<file path="src/dtq_pkg.sv">
// Shared types and constants of the deadline timer queue.
// Used by the controller, the datapath and the top level; depends on nothing.
package dtq_pkg;

    localparam logic [1:0] OP_ARM_MS = 2'd0;
    localparam logic [1:0] OP_ARM_US = 2'd1;
    localparam logic [1:0] OP_EXPIRE = 2'd2;
    localparam logic [1:0] OP_QUERY  = 2'd3;

    localparam int US_PER_MS  = 1000;
    localparam int MAX_EXPIRE = 32;

    // x / 1000 = (x >> 3) / 125; ceil(2^47 / 125) is exact for 40-bit dividends
    localparam int          RECIP_SHIFT = 47;
    localparam logic [40:0] RECIP_125   = 41'd1125899906843;

    typedef struct packed {
        logic [1:0]  op;
        logic [4:0]  slot;
        logic [31:0] delay;
        logic        cancelable;
        logic [31:0] now_msec;
        logic [63:0] now_usec;
    } t_in;

    typedef struct packed {
        logic [4:0]  expired_slot;
        logic        expired_flag;
        logic [31:0] nearest_ms;
        logic [63:0] nearest_us;
        logic [31:0] timeout_ms;
        logic        only_cancelable;
        logic        last;
    } t_out;

    typedef struct packed {
        logic load;
        logic arm;
        logic scan_init;
        logic step;
        logic next_kind;
        logic emit_slot;
        logic emit_close;
        logic emit_query;
        logic div_init;
        logic div_step;
    } t_cmd;

    typedef struct packed {
        logic [1:0] op;
        logic       scan_last;
        logic       found;
        logic       count_full;
        logic       kind;
        logic       div_last;
        logic       out_free;
    } t_sts;

endpackage

</file>
<file path="src/dtq_ctrl.sv">
// Controller of the deadline timer queue: sequences arming, scans, emits and the divide.
// Depends on dtq_pkg; drives the datapath through t_cmd and reads t_sts.
module dtq_ctrl import dtq_pkg::*; (
    input  logic       i_clk,
    input  logic       i_rst_n,
    input  logic       i_in_valid,
    input  logic [1:0] i_in_op,
    input  t_sts       i_sts,
    output t_cmd       o_cmd,
    output logic       o_in_stall
);

    typedef enum logic [7:0] {
        S_IDLE   = 8'b0000_0001,
        S_SCAN   = 8'b0000_0010,
        S_DRAIN  = 8'b0000_0100,
        S_PICK   = 8'b0000_1000,
        S_EMIT   = 8'b0001_0000,
        S_DIV    = 8'b0010_0000,
        S_REPORT = 8'b0100_0000,
        S_CLOSE  = 8'b1000_0000
    } t_state;

    t_state r_state, n_state;

    assign o_in_stall = (r_state != S_IDLE);

    always_comb begin
        n_state = r_state;
        o_cmd   = '0;
        unique case (r_state)
            S_IDLE: begin
                if (i_in_valid) begin
                    o_cmd.load = 1'b1;
                    if (i_in_op == OP_ARM_MS || i_in_op == OP_ARM_US) begin
                        o_cmd.arm = 1'b1;
                    end else begin
                        o_cmd.scan_init = 1'b1;
                        n_state         = S_SCAN;
                    end
                end
            end
            S_SCAN: begin
                o_cmd.step = 1'b1;
                if (i_sts.scan_last) n_state = S_DRAIN;
            end
            S_DRAIN: begin
                if (i_sts.op == OP_QUERY) begin
                    o_cmd.div_init = 1'b1;
                    n_state        = S_DIV;
                end else begin
                    n_state = S_PICK;
                end
            end
            S_PICK: begin
                if (i_sts.count_full) begin
                    n_state = S_CLOSE;
                end else if (i_sts.found) begin
                    n_state = S_EMIT;
                end else if (!i_sts.kind) begin
                    // ms timers exhausted, go on with precise timers
                    o_cmd.next_kind = 1'b1;
                    o_cmd.scan_init = 1'b1;
                    n_state         = S_SCAN;
                end else begin
                    n_state = S_CLOSE;
                end
            end
            S_EMIT: begin
                if (i_sts.out_free) begin
                    o_cmd.emit_slot = 1'b1;
                    o_cmd.scan_init = 1'b1;
                    n_state         = S_SCAN;
                end
            end
            S_DIV: begin
                o_cmd.div_step = 1'b1;
                if (i_sts.div_last) n_state = S_REPORT;
            end
            S_REPORT: begin
                if (i_sts.out_free) begin
                    o_cmd.emit_query = 1'b1;
                    n_state          = S_IDLE;
                end
            end
            S_CLOSE: begin
                if (i_sts.out_free) begin
                    o_cmd.emit_close = 1'b1;
                    n_state          = S_IDLE;
                end
            end
            default: n_state = S_IDLE;
        endcase
    end

    always_ff @(posedge i_clk) begin
        if (!i_rst_n) begin
            r_state <= S_IDLE;
        end else begin
            r_state <= n_state;
        end
    end

endmodule

</file>
<file path="config.mk">
export PLATFORM = sky130hd
export DESIGN_NAME = dtq_ctrl
export DESIGN_NICKNAME = d
export VERILOG_FILES = /design/src/dtq_pkg.sv /design/src/dtq_ctrl.sv
export SDC_FILE = /design/constraint.sdc
export NUM_CORES = 1
export LEC_CHECK = 0
export ABC_AREA = 1
export ABC_CLOCK_PERIOD_IN_PS = 2400
export BUFFER_PORTS_ARGS = -buffer_cell sky130_fd_sc_hd__buf_2
export CORE_ASPECT_RATIO = 1.5
export CORE_MARGIN = 4
export CORE_UTILIZATION = 30
export CTS_CLUSTER_SIZE = 14
export DETAILED_ROUTE_END_ITERATION = 16
export RECOVER_POWER = 25
export SKIP_LAST_GASP = 1
export SLEW_MARGIN = 20
export SYNTH_ARGS = -nofsm -noshare
export SYNTH_HDL_FRONTEND = slang
export SYNTH_SLANG_ARGS = --single-unit
</file>
<file path="constraint.sdc">
create_clock -name i_clk -period 2.4 [get_ports i_clk]
set_clock_uncertainty 0.2 [all_clocks]
set_input_delay 0.48 -clock i_clk [delete_from_list [all_inputs] [get_ports i_clk]]
set_output_delay 0.48 -clock i_clk [all_outputs]
set_load 0.02 [all_outputs]
</file>
[Word-level counts from Yosys, hierarchy flattened]
Cells that the tools add are included.
Storage, ports and cells
  register bits: 8
  bits of input ports: 13
  output and inout bits: 11
  word-level logic and storage cells: 50
Cells by class
  equality and inequality tests: 17
  muxes and demuxes: 28
  reductions and logical operators: 4
Operators by type and width (number)
  8-bit 2-to-1 mux: 9
  8-bit one-hot mux with 7 select lines: 1
  1-bit 2-to-1 mux: 14
  2-bit inequality test (second input constant): 5
  8-bit by 1-bit == test with 1-bit output (second input constant): 1
  8-bit by 2-bit == test with 1-bit output (second input constant): 1
  8-bit by 3-bit == test with 1-bit output (second input constant): 1
  8-bit by 4-bit == test with 1-bit output (second input constant): 1
  8-bit by 5-bit == test with 1-bit output (second input constant): 1
  8-bit by 6-bit == test with 1-bit output (second input constant): 1
  8-bit by 7-bit == test with 1-bit output (second input constant): 1
  8-bit == test (second input constant): 1
  8-bit by 1-bit inequality test with 1-bit output (second input constant): 1
  6-bit 2-to-1 mux: 1
  6-bit AND reduction: 1
  3-bit 2-to-1 mux: 1
  1-bit one-hot mux with 3 select lines: 1
  2-bit by 1-bit == test with 1-bit output (second input constant): 1
  2-bit == test (second input constant): 1
  2-bit logical NOT: 1
  2-bit 2-to-1 mux: 1
  2-bit by 1-bit inequality test with 1-bit output (second input constant): 1
  2-bit OR reduction: 1
  1-bit logical OR: 1

[Depth between registers and ports, before layout]
Gate-level depths: netlist of the first run.
  word-level depth: 5
  depth in mapped cells: 10
  mapped depth without buffers: 10

[Worst setup path after synthesis of the first run]
No wires, ideal clock.
  path type: register to output
  from: register r_state[6]
  to: output port o_cmd[7] (netlist bit)
  data arrival time: 1.245 ns
  slack: 0.475 ns
  cell stages (with the launch flop): 8
  buffers on the path: 0
  path through: dfxtp_1 inv_2 nand2_2 nor2_4 nand2_2 nor2_4 nor2_1 nor2_1
RTL lines
  start, declared: RTL line dtq_ctrl.sv:24  | t_state r_state, n_state;
  start signal, assigned: RTL line dtq_ctrl.sv:100  | r_state <= n_state;
  end, declared: RTL line dtq_ctrl.sv:9  | output t_cmd o_cmd,

==> impl_metrics.env, run 1 <==
export IMPL_grt_start_max_net_pins=7
export IMPL_post_cts_buffers=0
export IMPL_die_h_um=64.6
export IMPL_worstSkewPairLatency_ns=0.25
export IMPL_synth_most_common_cell="nor2_1"
export IMPL_utilization_pct=39.5
export IMPL_nFillCells=221
export IMPL_hold_path_class="input pin to flop"
export IMPL_die_w_um=45.7
export IMPL_synthCells=102
export IMPL_yosys_register_bits=8
export IMPL_post_drt_wl_per_cell_um=10.3
export IMPL_cp_start_kind="flop"
export IMPL_p_sw_mw=0.445
export IMPL_synth_largest_area_cell="dfxtp_1"
export IMPL_required_ns=1.72
export IMPL_tightest_slew_ns=0.200
export IMPL_finalHoldViolCount=0
export IMPL_regMostFlops="r_state"
export IMPL_largest_reg_flops=8
export IMPL_firstDrtPassIters=4
export IMPL_grt_usage_pct=12.5
export IMPL_pwr_share_comb_pct=65.6
export IMPL_tritoncts="done"
export IMPL_leakagePower_nw=0.447
export IMPL_clockRootBuffer="clkbuf_4"
export IMPL_holdBufCountCts=0
export IMPL_routed_wl_mm=1.53
export IMPL_start_util_pct=31.6
export IMPL_top_regs="r_state: 8 flops"
export IMPL_clk_pin_slew_ns=0.05
export IMPL_seqPwrFrac_pct=22.7
export IMPL_rsz0062_at_grt="false"
export IMPL_drive_above_1_share_pct=40.9
export IMPL_fmax_mhz=450
export IMPL_power_density_nw_per_um2=1080
export IMPL_cp_arrival_ns=1.54
export IMPL_slew_headroom_pct=86.7
export IMPL_viasPerCell=4.62
export IMPL_final_seq_area_um2=160
export IMPL_drtAntennaViolNets=0
export IMPL_yosysWarnings=0
export IMPL_ys_types=19
export IMPL_swShare_pct=51.6
export IMPL_syn_avg_cell_area_um2=6.28
export IMPL_synth_fp_nets=115
export IMPL_cts_buffer_depth=2
export IMPL_num_vias=689
export IMPL_drc=0
export IMPL_coreArea_um2=2030
export IMPL_htree_levels=1
export IMPL_finalSetupTns_ns=0
export IMPL_io_buffer_count=22
export IMPL_synth_edf_count=0
export IMPL_critPathMaxFanout=6
export IMPL_numClockSinks=8
export IMPL_area_growth_pct=25.0
export IMPL_synth_top_cells_by_count="nor2_1 (17), nand2_1 (16), inv_1 (13)"
export IMPL_cts_buffers=3
export IMPL_drv_cap=0
export IMPL_antenna_cells=0
export IMPL_ctsResizeCount=0
export IMPL_place_hpwl_mm=1.40
export IMPL_pin_count=24
export IMPL_dpl_cell_area_um2=778
export IMPL_ir_drop_uv=505
export IMPL_seq_area_frac_synth_pct=25.0
export IMPL_first_global_vias=700
export IMPL_antenna_found_initial=0
export IMPL_drt_iter0_drc=10
export IMPL_multiInputGateArea_um2=413
export IMPL_hold_slack_ns=0.233
export IMPL_grt_overflow=0
export IMPL_fin_area_um2=801
export IMPL_finalCritPeriodShare_pct=92.6
export IMPL_path_class="flop to primary output"
export IMPL_status="finished clean"
export IMPL_rows=20
export IMPL_fin_nets=142
export IMPL_synth_top_area_share_pct=25.0
export IMPL_grt_pass1_wl_mm=2.73
export IMPL_async_reset_ff_share_pct=0
export IMPL_end_kind="primary output"
export IMPL_setup_violations=0
export IMPL_ys_flop_type="dfxtp_1"
export IMPL_mappedNetlistArea_um2=641
export IMPL_gp_congestion=0.718
export IMPL_dieArea_um2=2950
export IMPL_slew_violations=0
export IMPL_finalPower_mw=0.863
export IMPL_synth_area_leaders="dfxtp_1 (25%), nor2_1 (10%), nand2_1 (9.4%)"
export IMPL_pwr_share_clk_pct=11.6
export IMPL_fin_crit_ns=2.22
export IMPL_internal_power_mw=0.418
## power groups by stage
stage	combinational, mW	sequential [mW]	clock, mW
detailed placement	0.574	0.201	0
global route	0.627	0.204	0.111
global placement	0.562	0.199	0
CTS	0.576	0.198	0.101
finish	0.566	0.196	0.100
floorplan	0.444	0.195	0
## layer usage
metal | track usage (%) | wire length, um | vias up
met4 | 7.47 | 29 | 0
met3 | 1.67 | 45 | 2
li1 | - | - | 372
met5 | 0 | 0 | -
met2 | 24.8 | 926 | 14
met1 | 10.7 | 529 | 301
## stage by stage
step | setup slack [ns] | instances
3_3_place_gp | 0.427 | 146
5_1_grt | 0.0206 | 149
4_1_cts | 0.171 | 149
2_1_floorplan | 0.475 | 102
6_report | 0.178 | 149
3_5_place_dp | 0.420 | 146
## worst max-delay path: stages, from the launching register on
cell	delay (ns)
dfxtp_1	0.32
inv_1	0.11
nand2_2	0.08
nor2_4	0.20
nand3_2	0.11
nand2_2	0.10
nor2_4	0.05
nand2_2	0.10
nor2_1	0.05
buf_2	0.15
## cell type report
type	instances	share of cell area, %
clock buffer	3	2.81
inverter	18	8.44
multi-input combinational	76	51.6
sequential	8	20.0
tap	22	3.44
timing repair buffer	22	13.8
## path summary, 6_finish.rpt
check              from  cells after the start  slack, ns          to
max          r_state[6]                      9       0.18    o_cmd[7]
min            i_sts[6]                      2       0.23  r_state[3]
max reg2reg  r_state[6]                     10       0.84  r_state[6]
min reg2reg  r_state[7]                      2       0.35  r_state[7]
## layout by cell type, fill, tap and decap left out, drive strengths merged
| master | n |
|---|---|
| buf | 22 |
| nor3 | 2 |
| o21ai | 1 |
| o21a | 1 |
| inv | 18 |
| nand3 | 11 |
| nand2 | 25 |
| a211oi | 1 |
| a21oi | 3 |
| nand3b | 1 |
| dfxtp | 8 |
| nor2 | 28 |
| nand4 | 3 |
| clkbuf | 3 |
## logic make-up (layout without fill, tap and decap cells)
logic type,Yosys count,in the layout,synth area share [%]
AO/OA/AOI/OAI,6,6,5.47
buffers and inverters,18,43,10.5
flip-flops,8,8,25.0
AND/OR/NAND/NOR,70,70,59.0
(Power assumes the default switching activity.)
==> inputs of run 2 (changes only) <==
ABC_CLOCK_PERIOD_IN_PS = 2850   (was 2400)
clock period = 2.85 ns   (was 2.4 ns; I/O delays follow)
==> run 2 against run 1 <==
Worst setup slack improved by 0.24 ns. Critical endpoint unchanged. Power fell by 17%. Utilization fell by 0.56 points. Critical path depth fell by 2.
==> impl_metrics.env, run 2 (synthesis results as in run 1) <==
export IMPL_status="finished clean"
export IMPL_pwr_share_clk_pct=12.0
export IMPL_post_drt_wl_per_cell_um=10.5
export IMPL_layout_common_cells="buf_2 (22), nor2_1 (18), nand2_1 (17)"
export IMPL_cp_arrival_ns=1.66
export IMPL_ir_drop_uv=421
export IMPL_drive_above_1_share_pct=39.4
export IMPL_tritoncts="done"
export IMPL_viasPerCell=4.51
export IMPL_fmax_mhz=411
export IMPL_grt_pass1_wl_mm=2.66
export IMPL_antenna_found_initial=0
export IMPL_fin_nets=142
export IMPL_p_sw_mw=0.367
export IMPL_cp_top_family="simple AND/OR/NAND/NOR gates"
export IMPL_internal_power_mw=0.351
export IMPL_worstSkewPairLatency_ns=0.25
export IMPL_drv_cap=0
export IMPL_fin_crit_ns=2.43
export IMPL_power_density_nw_per_um2=909
export IMPL_ctsResizeCount=0
export IMPL_nFillCells=222
export IMPL_largest_reg_flops=8
export IMPL_clk_pin_slew_ns=0.05
export IMPL_grt_start_max_net_pins=7
export IMPL_rr_startpoint="r_state[1]"
export IMPL_start_util_pct=31.6
export IMPL_drt_iter0_drc=18
export IMPL_tightest_slew_ns=0.264
export IMPL_cts_buffers=3
export IMPL_num_vias=672
export IMPL_grt_overflow=0
export IMPL_first_global_vias=674
export IMPL_coreArea_um2=2030
export IMPL_cp_start_kind="flop"
export IMPL_cpMaxStageDelayCell="dfxtp_1"
export IMPL_clockRootBuffer="clkbuf_4"
export IMPL_dieArea_um2=2950
export IMPL_utilization_pct=39.0
export IMPL_drc=0
export IMPL_required_ns=2.08
export IMPL_firstDrtPassIters=4
export IMPL_rows=20
export IMPL_routed_wl_mm=1.56
export IMPL_end_kind="primary output"
export IMPL_numClockSinks=8
export IMPL_finalHoldViolCount=0
export IMPL_cpPeakStageDelay_ns=0.34
export IMPL_pin_count=24
export IMPL_post_cts_buffers=0
export IMPL_holdBufCountCts=0
export IMPL_antenna_cells=0
export IMPL_hold_path_class="input pin to flop"
export IMPL_pwr_share_comb_pct=64.9
export IMPL_place_hpwl_mm=1.38
export IMPL_die_w_um=45.7
export IMPL_path_cells="nor2_1 -> nand4_1 -> nand3_1 -> nand2_2 -> nand2_2 -> nor2_1 -> buf_2"
export IMPL_htree_levels=1
export IMPL_die_h_um=64.6
export IMPL_regMostFlops="r_state"
export IMPL_leakagePower_nw=0.446
export IMPL_swShare_pct=51.2
export IMPL_rsz0062_at_grt="false"
export IMPL_critPathLaunch="r_state[1]"
export IMPL_cts_buffer_depth=2
export IMPL_seqPwrFrac_pct=23.1
export IMPL_slew_headroom_pct=82.4
export IMPL_final_common_cell="buf_2"
export IMPL_path_buf_inv=1
export IMPL_finalSetupTns_ns=0
export IMPL_grt_usage_pct=12.5
export IMPL_gp_congestion=0.718
export IMPL_drtAntennaViolNets=0
export IMPL_setup_violations=0
export IMPL_slew_violations=0
export IMPL_io_buffer_count=22
export IMPL_min_delay_start="i_sts[7]"
export IMPL_critPathMaxFanout=6
export IMPL_finalCritPeriodShare_pct=85.3
export IMPL_top_regs="r_state: 8 flops"
export IMPL_path_class="flop to primary output"
export IMPL_area_growth_pct=23.2
[run 2: cell types whose count changed in the layout (fill, tap and decap cells not counted)]
cell / before / now
inv_1: 14 / 13
inv_2: 4 / 5
nand2_1: 16 / 17
nand2_2: 8 / 7
nand4_1: 1 / 2
nand4_2: 2 / 1
nor2_1: 17 / 18
nor2_2: 8 / 7
[run 2: worst paths after layout]
path,end,slack [ns],cells after the start
hold reg to reg,r_state[1],0.35,2
setup / recovery,o_cmd[7],0.42,7
hold / removal,r_state[3],0.31,2
setup reg to reg,r_state[6],1.15,8
[run 2: through the flow]
stage                     area (um2)  cells  power (mW)  hold WS (ns)  setup WS, ns
after floorplan                  641    102       0.539         0.325         0.785
after global placement           778    146       0.641         0.350         0.697
after detailed placement         778    146       0.651         0.345         0.691
after CTS                        801    149       0.735         0.312         0.523
after global routing             790    149       0.786         0.323         0.243
final                            790    149       0.718         0.311         0.418
[run 2: power by group through the flow]
| stage | sequential [mW] | clock [mW] | combinational, mW |
|---|---|---|---|
| floorplan | 0.165 | 0 | 0.374 |
| global placement | 0.168 | 0 | 0.474 |
| detailed placement | 0.170 | 0 | 0.481 |
| CTS | 0.168 | 0.0863 | 0.481 |
| global route | 0.171 | 0.0964 | 0.518 |
| finish | 0.166 | 0.0861 | 0.466 |
[run 2: cell type report]
cell class | count | area [um2] | share of cell area, %
clock buffer | 3 | 22.5 | 2.85
inverter | 18 | 67.6 | 8.56
multi-input combinational | 76 | 402 | 50.9
sequential | 8 | 160 | 20.3
tap | 22 | 27.5 | 3.49
timing repair buffer | 22 | 110 | 13.9
[run 2: worst register-to-register path: stages, from the launching register on]
cell and delay, ns:
dfxtp_1 0.34, nor2_1 0.23, nand4_1 0.24, nand3_1 0.15, nand2_2 0.11, nand2_2 0.13
nand2_1 0.07, nand2_1 0.08, nor2_2 0.04
[run 2: layer usage]
metal / track usage (%) / wire [um]
met4: 8.54 / 31
met2: 24.1 / 924
met1: 10.7 / 555
met5: 0 / 0
met3: 1.67 / 49
